$ cat src/rtl/f2pcm_pkg.sv
package f2pcm_pkg;

    // configuration register indexes
    localparam int CFG_IDX_W        = 2;
    localparam logic [CFG_IDX_W-1:0] CFG_FLOAT_OUTPUT = 2'd0;
    localparam logic [CFG_IDX_W-1:0] CFG_SAMPLE_BYTES = 2'd1;

    localparam int CFG_DATA_W       = 4;
    localparam logic       FLOAT_OUTPUT_RST = 1'b0;
    localparam logic [3:0] SAMPLE_BYTES_RST = 4'd2;

    localparam int IN_W   = 32;
    localparam int WORD_W = 64;

    // integer scale factors
    localparam logic [14:0] SCALE_U8  = 15'd127;
    localparam logic [14:0] SCALE_S16 = 15'd32767;

    // binary32 exponent offsets of the scaled products (bias 127 plus 23 fraction bits, plus 8 more for U8)
    localparam logic signed [9:0] OFF_S16 = 10'sd150;
    localparam logic signed [9:0] OFF_U8  = 10'sd158;

    localparam logic [10:0] F64_NORM_ADJ = 11'd896;
    localparam logic [10:0] F64_SUB_ADJ  = 11'd874;

    localparam logic [24:0] S16_MAX = 25'd32767;
    localparam logic [31:0] S32_MAX = 32'h7FFF_FFFF;
    localparam logic [32:0] U8_MID  = 33'h0_8000_0000;

    typedef enum logic [2:0] {
        MODE_F32,
        MODE_F64,
        MODE_U8,
        MODE_S16,
        MODE_S32,
        MODE_ERR
    } t_mode;

    typedef struct packed {
        logic        sign;
        logic [7:0]  expo;
        logic [22:0] man;
        logic [38:0] prod;
        logic [4:0]  lead;
    } t_s1;

    typedef struct packed {
        logic               sign;
        logic               is_nan;
        logic               tiny;
        logic [63:0]        fword;
        logic [24:0]        rsig;
        logic signed [9:0]  rexp;
        logic [30:0]        mag32;
        logic               sat32;
    } t_s2;

    typedef struct packed {
        logic        sign;
        logic        is_nan;
        logic        tiny;
        logic [63:0] fword;
        logic [32:0] mag;
        logic        sticky;
        logic        sat;
    } t_s3;

endpackage

$ cat src/rtl/f2pcm_mul.sv
module f2pcm_mul (
    input  logic                  i_clk,
    input  logic                  i_rst_n,
    input  logic                  i_en,
    input  f2pcm_pkg::t_mode      i_mode,
    input  logic                  i_valid,
    input  logic [31:0]           i_data,
    output logic                  o_valid,
    output f2pcm_pkg::t_s1        o_data
);

    logic            r_valid;
    f2pcm_pkg::t_s1  r_data;
    f2pcm_pkg::t_s1  n_data;
    logic [23:0]     sig;
    logic [14:0]     scale;

    always_comb begin
        n_data.sign = i_data[31];
        n_data.expo = i_data[30:23];
        n_data.man  = i_data[22:0];
        sig   = {|i_data[30:23], i_data[22:0]};
        scale = (i_mode == f2pcm_pkg::MODE_U8) ? f2pcm_pkg::SCALE_U8 : f2pcm_pkg::SCALE_S16;
        n_data.prod = 39'(sig) * 39'(scale);
        // leading one of a subnormal fraction
        n_data.lead = 5'd0;
        for (int i = 0; i < 23; i++) begin
            if (i_data[i]) begin
                n_data.lead = 5'(i);
            end
        end
    end

    always_ff @(posedge i_clk) begin
        if (!i_rst_n) begin
            r_valid <= 1'b0;
        end else if (i_en) begin
            r_valid <= i_valid;
        end
        if (i_en) begin
            r_data <= n_data;
        end
    end

    assign o_valid = r_valid;
    assign o_data  = r_data;

endmodule

$ cat src/rtl/f2pcm_rnd.sv
module f2pcm_rnd (
    input  logic                  i_clk,
    input  logic                  i_rst_n,
    input  logic                  i_en,
    input  f2pcm_pkg::t_mode      i_mode,
    input  logic                  i_valid,
    input  f2pcm_pkg::t_s1        i_data,
    output logic                  o_valid,
    output f2pcm_pkg::t_s2        o_data
);

    logic            r_valid;
    f2pcm_pkg::t_s2  r_data;
    f2pcm_pkg::t_s2  n_data;
    logic [38:0]     pp;
    logic            hi;
    logic [23:0]     rs;
    logic            guard;
    logic            sticky;
    logic [22:0]     norm;
    logic [63:0]     f64;
    logic [23:0]     sig;
    logic            is_u8;

    always_comb begin
        sig   = {|i_data.expo, i_data.man};
        is_u8 = (i_mode == f2pcm_pkg::MODE_U8);

        // exact widening to binary64
        norm = i_data.man << (5'd22 - i_data.lead);
        if (i_data.expo == 8'hFF) begin
            f64 = {i_data.sign, 11'h7FF, i_data.man, 29'd0};
            f64[51] = f64[51] | (|i_data.man);
        end else if (i_data.expo == 8'd0) begin
            if (i_data.man == 23'd0) begin
                f64 = {i_data.sign, 63'd0};
            end else begin
                f64 = {i_data.sign, 11'(i_data.lead) + f2pcm_pkg::F64_SUB_ADJ,
                       norm[21:0], 30'd0};
            end
        end else begin
            f64 = {i_data.sign, 11'(i_data.expo) + f2pcm_pkg::F64_NORM_ADJ,
                   i_data.man, 29'd0};
        end

        n_data.sign   = i_data.sign;
        n_data.is_nan = (i_data.expo == 8'hFF) && (i_data.man != 23'd0);
        n_data.tiny   = (i_data.expo == 8'd0);
        n_data.fword  = (i_mode == f2pcm_pkg::MODE_F32) ?
                        {32'd0, i_data.sign, i_data.expo, i_data.man} : f64;

        // round the scaled product to 24 bits, nearest even
        pp = is_u8 ? (i_data.prod << 8) : i_data.prod;
        hi = pp[38];
        if (hi) begin
            rs     = pp[38:15];
            guard  = pp[14];
            sticky = |pp[13:0];
        end else begin
            rs     = pp[37:14];
            guard  = pp[13];
            sticky = |pp[12:0];
        end
        n_data.rsig = {1'b0, rs} + 25'(guard & (sticky | rs[0]));
        n_data.rexp = $signed({2'b00, i_data.expo})
                      - (is_u8 ? f2pcm_pkg::OFF_U8 : f2pcm_pkg::OFF_S16)
                      + (hi ? 10'sd15 : 10'sd14);

        // scaling by 2^31, truncated toward zero for small exponents
        n_data.sat32 = (i_data.expo >= 8'd127);
        if (i_data.expo >= 8'd119) begin
            n_data.mag32 = 31'(sig) << 3'(i_data.expo - 8'd119);
        end else begin
            n_data.mag32 = 31'(sig) >> (8'd119 - i_data.expo);
        end
    end

    always_ff @(posedge i_clk) begin
        if (!i_rst_n) begin
            r_valid <= 1'b0;
        end else if (i_en) begin
            r_valid <= i_valid;
        end
        if (i_en) begin
            r_data <= n_data;
        end
    end

    assign o_valid = r_valid;
    assign o_data  = r_data;

endmodule

$ cat src/rtl/f2pcm_shf.sv
module f2pcm_shf (
    input  logic                  i_clk,
    input  logic                  i_rst_n,
    input  logic                  i_en,
    input  f2pcm_pkg::t_mode      i_mode,
    input  logic                  i_valid,
    input  f2pcm_pkg::t_s2        i_data,
    output logic                  o_valid,
    output f2pcm_pkg::t_s3        o_data
);

    logic               r_valid;
    f2pcm_pkg::t_s3     r_data;
    f2pcm_pkg::t_s3     n_data;
    logic signed [9:0]  k;
    logic [9:0]         nk;
    logic [9:0]         nsh;
    logic [24:0]        v;
    logic [24:0]        part;
    logic [31:0]        m32;

    always_comb begin
        n_data.sign   = i_data.sign;
        n_data.is_nan = i_data.is_nan;
        n_data.tiny   = i_data.tiny;
        n_data.fword  = i_data.fword;
        n_data.mag    = 33'd0;
        n_data.sticky = 1'b0;
        n_data.sat    = 1'b0;

        k    = i_data.rexp + 10'sd24;
        nk   = 10'(-k);
        nsh  = 10'(-i_data.rexp);
        v    = i_data.rsig >> nsh;
        part = i_data.rsig >> nk;
        m32  = i_data.sat32 ? f2pcm_pkg::S32_MAX : {1'b0, i_data.mag32};

        case (i_mode)
            f2pcm_pkg::MODE_U8: begin
                // magnitude of the product in units of 2^-24
                if (k >= 10'sd8) begin
                    n_data.sat = 1'b1;
                end else if (k >= 10'sd0) begin
                    n_data.mag = 33'(i_data.rsig) << k[2:0];
                    n_data.sat = |n_data.mag[32:31];
                end else begin
                    n_data.mag    = 33'(part);
                    n_data.sticky = ((part << nk) != i_data.rsig);
                end
            end
            f2pcm_pkg::MODE_S16: begin
                if (i_data.rexp >= 10'sd0 || v >= f2pcm_pkg::S16_MAX) begin
                    n_data.sat = 1'b1;
                end else begin
                    n_data.mag = 33'(v);
                end
            end
            f2pcm_pkg::MODE_S32: begin
                n_data.mag = {1'b0, i_data.sign ? (32'd0 - m32) : m32};
            end
            default: begin
                n_data.mag = 33'd0;
            end
        endcase
    end

    always_ff @(posedge i_clk) begin
        if (!i_rst_n) begin
            r_valid <= 1'b0;
        end else if (i_en) begin
            r_valid <= i_valid;
        end
        if (i_en) begin
            r_data <= n_data;
        end
    end

    assign o_valid = r_valid;
    assign o_data  = r_data;

endmodule

$ cat src/rtl/f2pcm_fin.sv
module f2pcm_fin (
    input  logic                  i_clk,
    input  logic                  i_rst_n,
    input  logic                  i_en,
    input  f2pcm_pkg::t_mode      i_mode,
    input  logic                  i_valid,
    input  f2pcm_pkg::t_s3        i_data,
    output logic                  o_valid,
    output logic [63:0]           o_word,
    output logic                  o_err
);

    logic         r_valid;
    logic [63:0]  r_word;
    logic         r_err;
    logic [63:0]  n_word;
    logic         n_err;
    logic [32:0]  s;
    logic [32:0]  sr;
    logic [15:0]  v16;

    always_comb begin
        n_word = 64'd0;
        n_err  = 1'b0;

        // 128 plus the product, then round to binary32 precision
        if (i_data.sign) begin
            s = f2pcm_pkg::U8_MID - i_data.mag - 33'(i_data.sticky);
        end else begin
            s = f2pcm_pkg::U8_MID + i_data.mag;
        end
        if (s[31]) begin
            sr = s + (33'(s[7] & ((|s[6:0]) | i_data.sticky | s[8])) << 8);
        end else if (s[30]) begin
            sr = s + (33'(s[6] & ((|s[5:0]) | i_data.sticky | s[7])) << 7);
        end else begin
            sr = s;
        end

        v16 = i_data.sat ? 16'(f2pcm_pkg::S16_MAX) : i_data.mag[15:0];

        case (i_mode)
            f2pcm_pkg::MODE_F32, f2pcm_pkg::MODE_F64: begin
                n_word = i_data.fword;
            end
            f2pcm_pkg::MODE_U8: begin
                if (i_data.is_nan) begin
                    n_word = 64'd0;
                end else if (i_data.tiny) begin
                    n_word = 64'd128;
                end else if (i_data.sat) begin
                    n_word = i_data.sign ? 64'd0 : 64'd255;
                end else if (sr[32]) begin
                    n_word = 64'd255;
                end else begin
                    n_word = {56'd0, sr[31:24]};
                end
            end
            f2pcm_pkg::MODE_S16: begin
                if (!i_data.is_nan && !i_data.tiny) begin
                    n_word = {48'd0, i_data.sign ? (16'd0 - v16) : v16};
                end
            end
            f2pcm_pkg::MODE_S32: begin
                if (!i_data.is_nan) begin
                    n_word = {32'd0, i_data.mag[31:0]};
                end
            end
            default: begin
                n_err = 1'b1;
            end
        endcase
    end

    always_ff @(posedge i_clk) begin
        if (!i_rst_n) begin
            r_valid <= 1'b0;
        end else if (i_en) begin
            r_valid <= i_valid;
        end
        if (i_en) begin
            r_word <= n_word;
            r_err  <= n_err;
        end
    end

    assign o_valid = r_valid;
    assign o_word  = r_word;
    assign o_err   = r_err;

endmodule

$ cat src/rtl/float_to_pcm_sample_converter_top.sv
// Converts one binary32 audio sample per clock, while the output is not stalled, into the
// configured output format: float pass-through, exact widening to binary64, or 8-bit offset,
// 16-bit or 32-bit signed PCM with saturation and truncation toward zero; NaN gives zero in
// the PCM formats and an unsupported format gives a zero word with tuser set. The accepting
// edge loads the first of the four stage registers (multiply, round/widen, align,
// add/round/clamp), and output valid rises when the sample is in the last of them; a new
// sample is taken every cycle unless the output stalls, which freezes all four stages together.
// Write configuration only while no sample is in flight.
module float_to_pcm_sample_converter_top (
    input  logic         i_clk,
    input  logic         i_rst_n,
    input  logic         i_s_axis_tvalid,
    output logic         o_s_axis_tready,
    input  logic [31:0]  i_s_axis_tdata,   // [31:0] sample_bits
    output logic         o_m_axis_tvalid,
    input  logic         i_m_axis_tready,
    output logic [63:0]  o_m_axis_tdata,   // [63:0] pcm_word
    output logic         o_m_axis_tuser,   // [0] format_error
    input  logic         i_cfg_valid,
    output logic         o_cfg_ready,
    input  logic [f2pcm_pkg::CFG_IDX_W-1:0]  i_cfg_index,
    input  logic [f2pcm_pkg::CFG_DATA_W-1:0] i_cfg_data
);

    logic              r_float_output;
    logic [3:0]        r_sample_bytes;
    f2pcm_pkg::t_mode  mode;
    logic              en;
    logic              v1;
    logic              v2;
    logic              v3;
    f2pcm_pkg::t_s1    d1;
    f2pcm_pkg::t_s2    d2;
    f2pcm_pkg::t_s3    d3;

    always_ff @(posedge i_clk) begin
        if (!i_rst_n) begin
            r_float_output <= f2pcm_pkg::FLOAT_OUTPUT_RST;
            r_sample_bytes <= f2pcm_pkg::SAMPLE_BYTES_RST;
        end else if (i_cfg_valid) begin
            case (i_cfg_index)
                f2pcm_pkg::CFG_FLOAT_OUTPUT: r_float_output <= i_cfg_data[0];
                f2pcm_pkg::CFG_SAMPLE_BYTES: r_sample_bytes <= i_cfg_data;
                default: begin
                end
            endcase
        end
    end

    always_comb begin
        if (r_float_output) begin
            case (r_sample_bytes)
                4'd4:    mode = f2pcm_pkg::MODE_F32;
                4'd8:    mode = f2pcm_pkg::MODE_F64;
                default: mode = f2pcm_pkg::MODE_ERR;
            endcase
        end else begin
            case (r_sample_bytes)
                4'd1:    mode = f2pcm_pkg::MODE_U8;
                4'd2:    mode = f2pcm_pkg::MODE_S16;
                4'd4:    mode = f2pcm_pkg::MODE_S32;
                default: mode = f2pcm_pkg::MODE_ERR;
            endcase
        end
    end

    // whole pipeline advances when the output register is free
    assign en              = !o_m_axis_tvalid || i_m_axis_tready;
    assign o_s_axis_tready = en;
    assign o_cfg_ready     = 1'b1;

    f2pcm_mul u_mul (
        .i_clk   (i_clk),
        .i_rst_n (i_rst_n),
        .i_en    (en),
        .i_mode  (mode),
        .i_valid (i_s_axis_tvalid),
        .i_data  (i_s_axis_tdata),
        .o_valid (v1),
        .o_data  (d1)
    );

    f2pcm_rnd u_rnd (
        .i_clk   (i_clk),
        .i_rst_n (i_rst_n),
        .i_en    (en),
        .i_mode  (mode),
        .i_valid (v1),
        .i_data  (d1),
        .o_valid (v2),
        .o_data  (d2)
    );

    f2pcm_shf u_shf (
        .i_clk   (i_clk),
        .i_rst_n (i_rst_n),
        .i_en    (en),
        .i_mode  (mode),
        .i_valid (v2),
        .i_data  (d2),
        .o_valid (v3),
        .o_data  (d3)
    );

    f2pcm_fin u_fin (
        .i_clk   (i_clk),
        .i_rst_n (i_rst_n),
        .i_en    (en),
        .i_mode  (mode),
        .i_valid (v3),
        .i_data  (d3),
        .o_valid (o_m_axis_tvalid),
        .o_word  (o_m_axis_tdata),
        .o_err   (o_m_axis_tuser)
    );

endmodule
$ cat config.mk
export PLATFORM = sky130hd
export DESIGN_NAME = float_to_pcm_sample_converter_top
export DESIGN_NICKNAME = d
export VERILOG_FILES = /design/src/rtl/f2pcm_pkg.sv /design/src/rtl/f2pcm_mul.sv /design/src/rtl/f2pcm_rnd.sv /design/src/rtl/f2pcm_shf.sv /design/src/rtl/f2pcm_fin.sv /design/src/rtl/float_to_pcm_sample_converter_top.sv
export SDC_FILE = /design/constraint.sdc
export NUM_CORES = 2
export LEC_CHECK = 0
export BUFFER_PORTS_ARGS = -buffer_cell sky130_fd_sc_hd__buf_4
export CAP_MARGIN = 20
export CORE_ASPECT_RATIO = 0.8
export CORE_MARGIN = 2
export CORE_UTILIZATION = 60
export CTS_CLUSTER_DIAMETER = 30
export DETAILED_ROUTE_END_ITERATION = 12
export PLACE_DENSITY = 0.77
export SYNTH_ARGS = -nofsm -noshare
export SYNTH_HDL_FRONTEND = slang
export SYNTH_SLANG_ARGS = --single-unit
export TNS_END_PERCENT = 50
$ cat constraint.sdc
create_clock -name i_clk -period 27.6 [get_ports i_clk]
set_input_delay 4.14 -clock i_clk [delete_from_list [all_inputs] [get_ports i_clk]]
set_output_delay 4.14 -clock i_clk [all_outputs]
set_load 0.005 [all_outputs]
# --- Yosys cells after proc, flatten, opt, wreduce, memory -nomap -nowiden ---
# Index checks and enable logic that the tools add are counted.
classes:
  n_bitwise: 10
  order_cmp: 6
  mul: 1
  n_shift: 7
  n_eq_ne: 11
  reduce_logical: 27
  addsub: 18
  mux: 61
op_table:
  columns: ["op", "count"]
  rows:
  - ["64-bit case mux with 4 select lines", 1]
  - ["64-bit two-way mux", 3]
  - ["63-bit two-way mux", 3]
  - ["33-bit two-way mux", 4]
  - ["33-bit case mux with 3 select lines", 1]
  - ["32-bit two-way mux", 3]
  - ["33-bit adder", 2]
  - ["31-bit two-way mux", 2]
  - ["1-bit by 25-bit AND with 25-bit output", 2]
  - ["25-bit by 10-bit right shift with 25-bit output", 2]
  - ["16-bit two-way mux", 3]
  - ["24-bit by 15-bit multiplier with 39-bit output", 1]
  - ["39-bit two-way mux", 1]
  - ["4-bit two-way mux", 9]
  - ["34-bit two-way mux", 1]
  - ["32-bit by 33-bit adder with 33-bit output (first input constant)", 1]
  - ["25-bit by 3-bit left shift with 33-bit output", 1]
  - ["32-bit by 33-bit subtractor with 33-bit output (first input constant)", 1]
  - ["33-bit by 1-bit subtractor with 33-bit output", 1]
  - ["1-bit by 32-bit subtractor with 32-bit output (first input constant)", 1]
  - ["24-bit by 3-bit left shift with 31-bit output", 1]
  - ["24-bit by 8-bit right shift with 31-bit output", 1]
  - ["3-bit two-way mux", 9]
  - ["1-bit by 26-bit AND with 26-bit output", 1]
  - ["58 further kinds", 86]
totals:
  regBits: 386

# --- Depth between registers and ports, before layout ---
logic_depth:
  ltp_word: 21
  mapped_depth: 35
  ltp_nobuf: 29

# --- Modules after synthesis ---
# A second synthesis with hierarchy kept.
unflattened:
  hier_cells: 3880
  hier_area_um2: 37631.1
by_module_without_submodules:
  columns: ["mod", "n_inst", "area_each_um2", "cells_each"]
  rows:
  - ["f2pcm_mul", 1, 11270.8, 1015]
  - ["f2pcm_rnd", 1, 10343.7, 1045]
  - ["f2pcm_shf", 1, 9674.3, 1083]
  - ["f2pcm_fin", 1, 6045.8, 703]
  - ["float_to_pcm_sample_converter_top", 1, 296.5, 34]

# --- Least setup slack after synthesis ---
# Ideal clock, no wire load.
synth_path:
  kind: "input -> output"
  startpoint: "input port i_m_axis_tready"
  endpoint: "output port o_s_axis_tready"
  slack_ns: 8.993
  path_buffers: 1
  stages: 2
  arrival_time_ns: 14.467
  path_cell_list: "nand2b_1 clkbuf_1"
synth_between:
  elab_chain_len: 1
synth_lines:
  columns: ["item", "line", "source"]
  rows:
  - ["from (decl)", "float_to_pcm_sample_converter_top.sv:16", "input logic i_m_axis_tready,"]
  - ["1-bit logical OR", "float_to_pcm_sample_converter_top.sv:68", "assign en = !o_m_axis_tvalid || i_m_axis_tready;"]
  - ["to (decl)", "float_to_pcm_sample_converter_top.sv:13", "output logic o_s_axis_tready,"]
# No other way between the ends.

==> flow_summary.json <==
{
  "die_width_um": 276,
  "grt_max_degree": 179,
  "syn-num-nets": 4148,
  "drt_wl_total_um": 106000,
  "cts-hold-fix-buffers": 0,
  "num_rows": 79,
  "synth_top_family_by_area": "adder cells",
  "ant_nets": 0,
  "numClockSinks": 381,
  "drt_iter0_markers": 4012,
  "avgSynthCellArea_um2": 9.58,
  "reg2reg_from": "r_sample_bytes[0]",
  "worstHoldStart": "u_rnd.o_data[115]",
  "grt_pass1_wl_um": 163000,
  "min_period_over_period_pct": 38.0,
  "start_kind": "input pin",
  "cts_buffers": 68,
  "yosys.area_share.xor_xnor_pct": 3.36,
  "rsz0062_at_grt": "no",
  "critPathRequiredTime_ns": 27.94,
  "num_vias": 29845,
  "cts.clk_slew.worst_paths_ns": 0.05,
  "synth_warnings": 0,
  "async_flop_share_pct": 0,
  "synthMuxAreaShare_pct": 7.23,
  "timing.rr.end": "u_mul.o_data[41]",
  "placed_area_um2": 36900,
  "setup_viol": 0,
  "tightest_slew_ns": 1.06,
  "syn_to_final_growth_pct": 10.7,
  "synth_compound_area_share_pct": 17.1,
  "initial_core_util_pct": 60.9,
  "io-pin-count": 111,
  "setup_tns_ns": 0,
  "port-buffer-count": 109,
  "diodes": 0,
  "insertion_delay_ns": 0.62,
  "core_area_um2": 58400,
  "min_path_type": "reg -> reg",
  "die_area_um2": 61200,
  "dr.pass1.iters": 8,
  "place.gp.congestion": 1.03,
  "crit_type": "in -> reg",
  "maxCapViolCount": 0,
  "synth_fa_ha_area_share_pct": 18.6,
  "synth_simple_gate_area_share_pct": 15.5,
  "r2r_cells": 30,
  "synth_top_area_share_pct": 31.4,
  "crit_path_start": "i_s_axis_tdata[30]",
  "grtUsageTotal_pct": 34.0,
  "clock-skew-final_ns": 0.0319,
  "first_global_vias": 27764,
  "post_cts_buffers": 0,
  "holdPathEnd": "u_shf.o_data[83]",
  "final.min_clock_period_ns": 10.49,
  "pre_cts_ws_ns": 16.62,
  "cts_root_buf": "clkbuf_16",
  "antenna_found_initial": 0,
  "synthTopCellsByArea": "edfxtp_1, fa_1, ha_1",
  "r2r_setup_slack_ns": 19.11,
  "cts_tree": "done",
  "hold_ws_ns": 0.416,
  "synth_edf_count": 372,
  "syn_inst": 3714,
  "synth-seq-cells": 381,
  "holdPathStages": 0,
  "synth_flop_cell": "edfxtp_1",
  "drc_errors": 0,
  "cts_htree_levels": 3,
  "path_max_fanout": 6,
  "synth-seq-area-share_pct": 31.9,
  "avgViaCountPerCell": 6.54,
  "worst_ep_arrival_time_ns": 10.82,
  "hpwl_um": 78000,
  "cts-resized-gates": 0,
  "syn_area_um2": 35600,
  "drive_gt1_share_pct": 11.0,
  "layout_commonest_cell": "edfxtp_1",
  "layout_common_cells": "edfxtp_1, inv_1, nor2_1",
  "ys_types": 112,
  "final-hold-violation-count": 0,
  "cp-end-kind": "register",
  "synth_top_cell_by_area": "edfxtp_1",
  "grt_overflow": 0,
  "layout.nets": 4170,
  "max_clock_freq_mhz": 95.4,
  "postLayoutCellArea_um2": 39400,
  "clockBufferDepth": 3,
  "slew_viol_final": 0,
  "slew-limit-headroom_pct": 29.3,
  "outcome": "complete, no violations",
  "die_h_um": 222,
  "routedWlPerCell_um": 23.3,
  "setup_slack_ns": 17.11
}
[flip-flops by register name (all words and copies together) (netlist names), 4 cells and up]
signal and flops:
u_shf.o_data 100, r_sample_bytes 4, u_rnd.o_data 133, u_fin.o_word 63, u_mul.o_data 75
[layout make-up]
cell class	instances	area (µm²)
Multi-Input combinational cell	2770	22000
Fill cell	4426	19000
Sequential cell	381	11400
Clock buffer	70	1710
Inverter	355	1330
Timing Repair Buffer	160	1220
Tap cell	769	962
Clock inverter	56	787
[layer usage]
| metal | share of wire, % | wire length (µm) | up-vias | GRT usage (%) |
|---|---|---|---|---|
| met4 | 3.2 | 3450 | 0 | 11.5 |
| met2 | 43 | 45400 | 1767 | 49.3 |
| met1 | 42 | 44600 | 14302 | 50.0 |
| met3 | 12 | 12600 | 263 | 8.44 |
| li1 | - | - | 13513 | - |
| met5 | 0 | 0 | - | 0 |
[worst max path at each step]
stage	endpoint	slack, ns	cells past startpoint
after floorplan	o_s_axis_tready	8.99	2
after global placement	u_mul.o_data[41]	16.69	23
after detailed placement	u_mul.o_data[41]	16.62	23
after CTS	u_mul.o_data[41]	17.10	23
after global routing	u_mul.o_data[41]	16.85	23
final	u_mul.o_data[41]	17.11	23
[synth_stat cells (all sizes together), types with 38 or more instances]
cell type  count
mux2          44
o21ai        179
and2          74
mux2i        133
a21o          42
a31oi         48
nand3         75
xnor2         92
o22ai         47
clkbuf       143
xor2          40
and3          57
ha           164
a211oi        38
a21oi        244
nand2        292
edfxtp       372
fa           227
inv          352
buf           65
nor2         304
nor3          92
[through the flow]
stage / utilization (%) / instances
CTS: 67.4 / 4559
detailed placement: 63.1 / 4433
finish: 67.4 / 4561
global route: 67.4 / 4561
global placement: 63.1 / 4433
floorplan: - / 3714
[critical path, stage by stage]
cell and delay [ns]:
buf_4 0.11, or4_1 0.62, nor2_1 0.38, fa_1 0.54, fa_1 0.50, inv_1 0.05
fa_1 0.50, inv_1 0.05, fa_1 0.47, fa_1 0.52, fa_1 0.54, inv_1 0.04
ha_1 0.37, a21oi_1 0.16, inv_1 0.07, or3_1 0.30, a21oi_1 0.17, o31ai_1 0.13
o21a_1 0.22, or4_1 0.53, a31oi_1 0.19, o21bai_1 0.09, xor2_1 0.14
[cell families (layout without fill, tap and decap cells)]
logic type      after synthesis  after routing
other cells                   1              1
fa+ha+maj                   393            393
buf+inv                     563            641
flops                       381            381
simple gates               1112           1112
xor+xnor                    132            132
mux                         209            209
compound gates              923            923
Power is not shown: default switching activity piles up to over one toggle a cycle in this logic, so the estimate is an artifact.
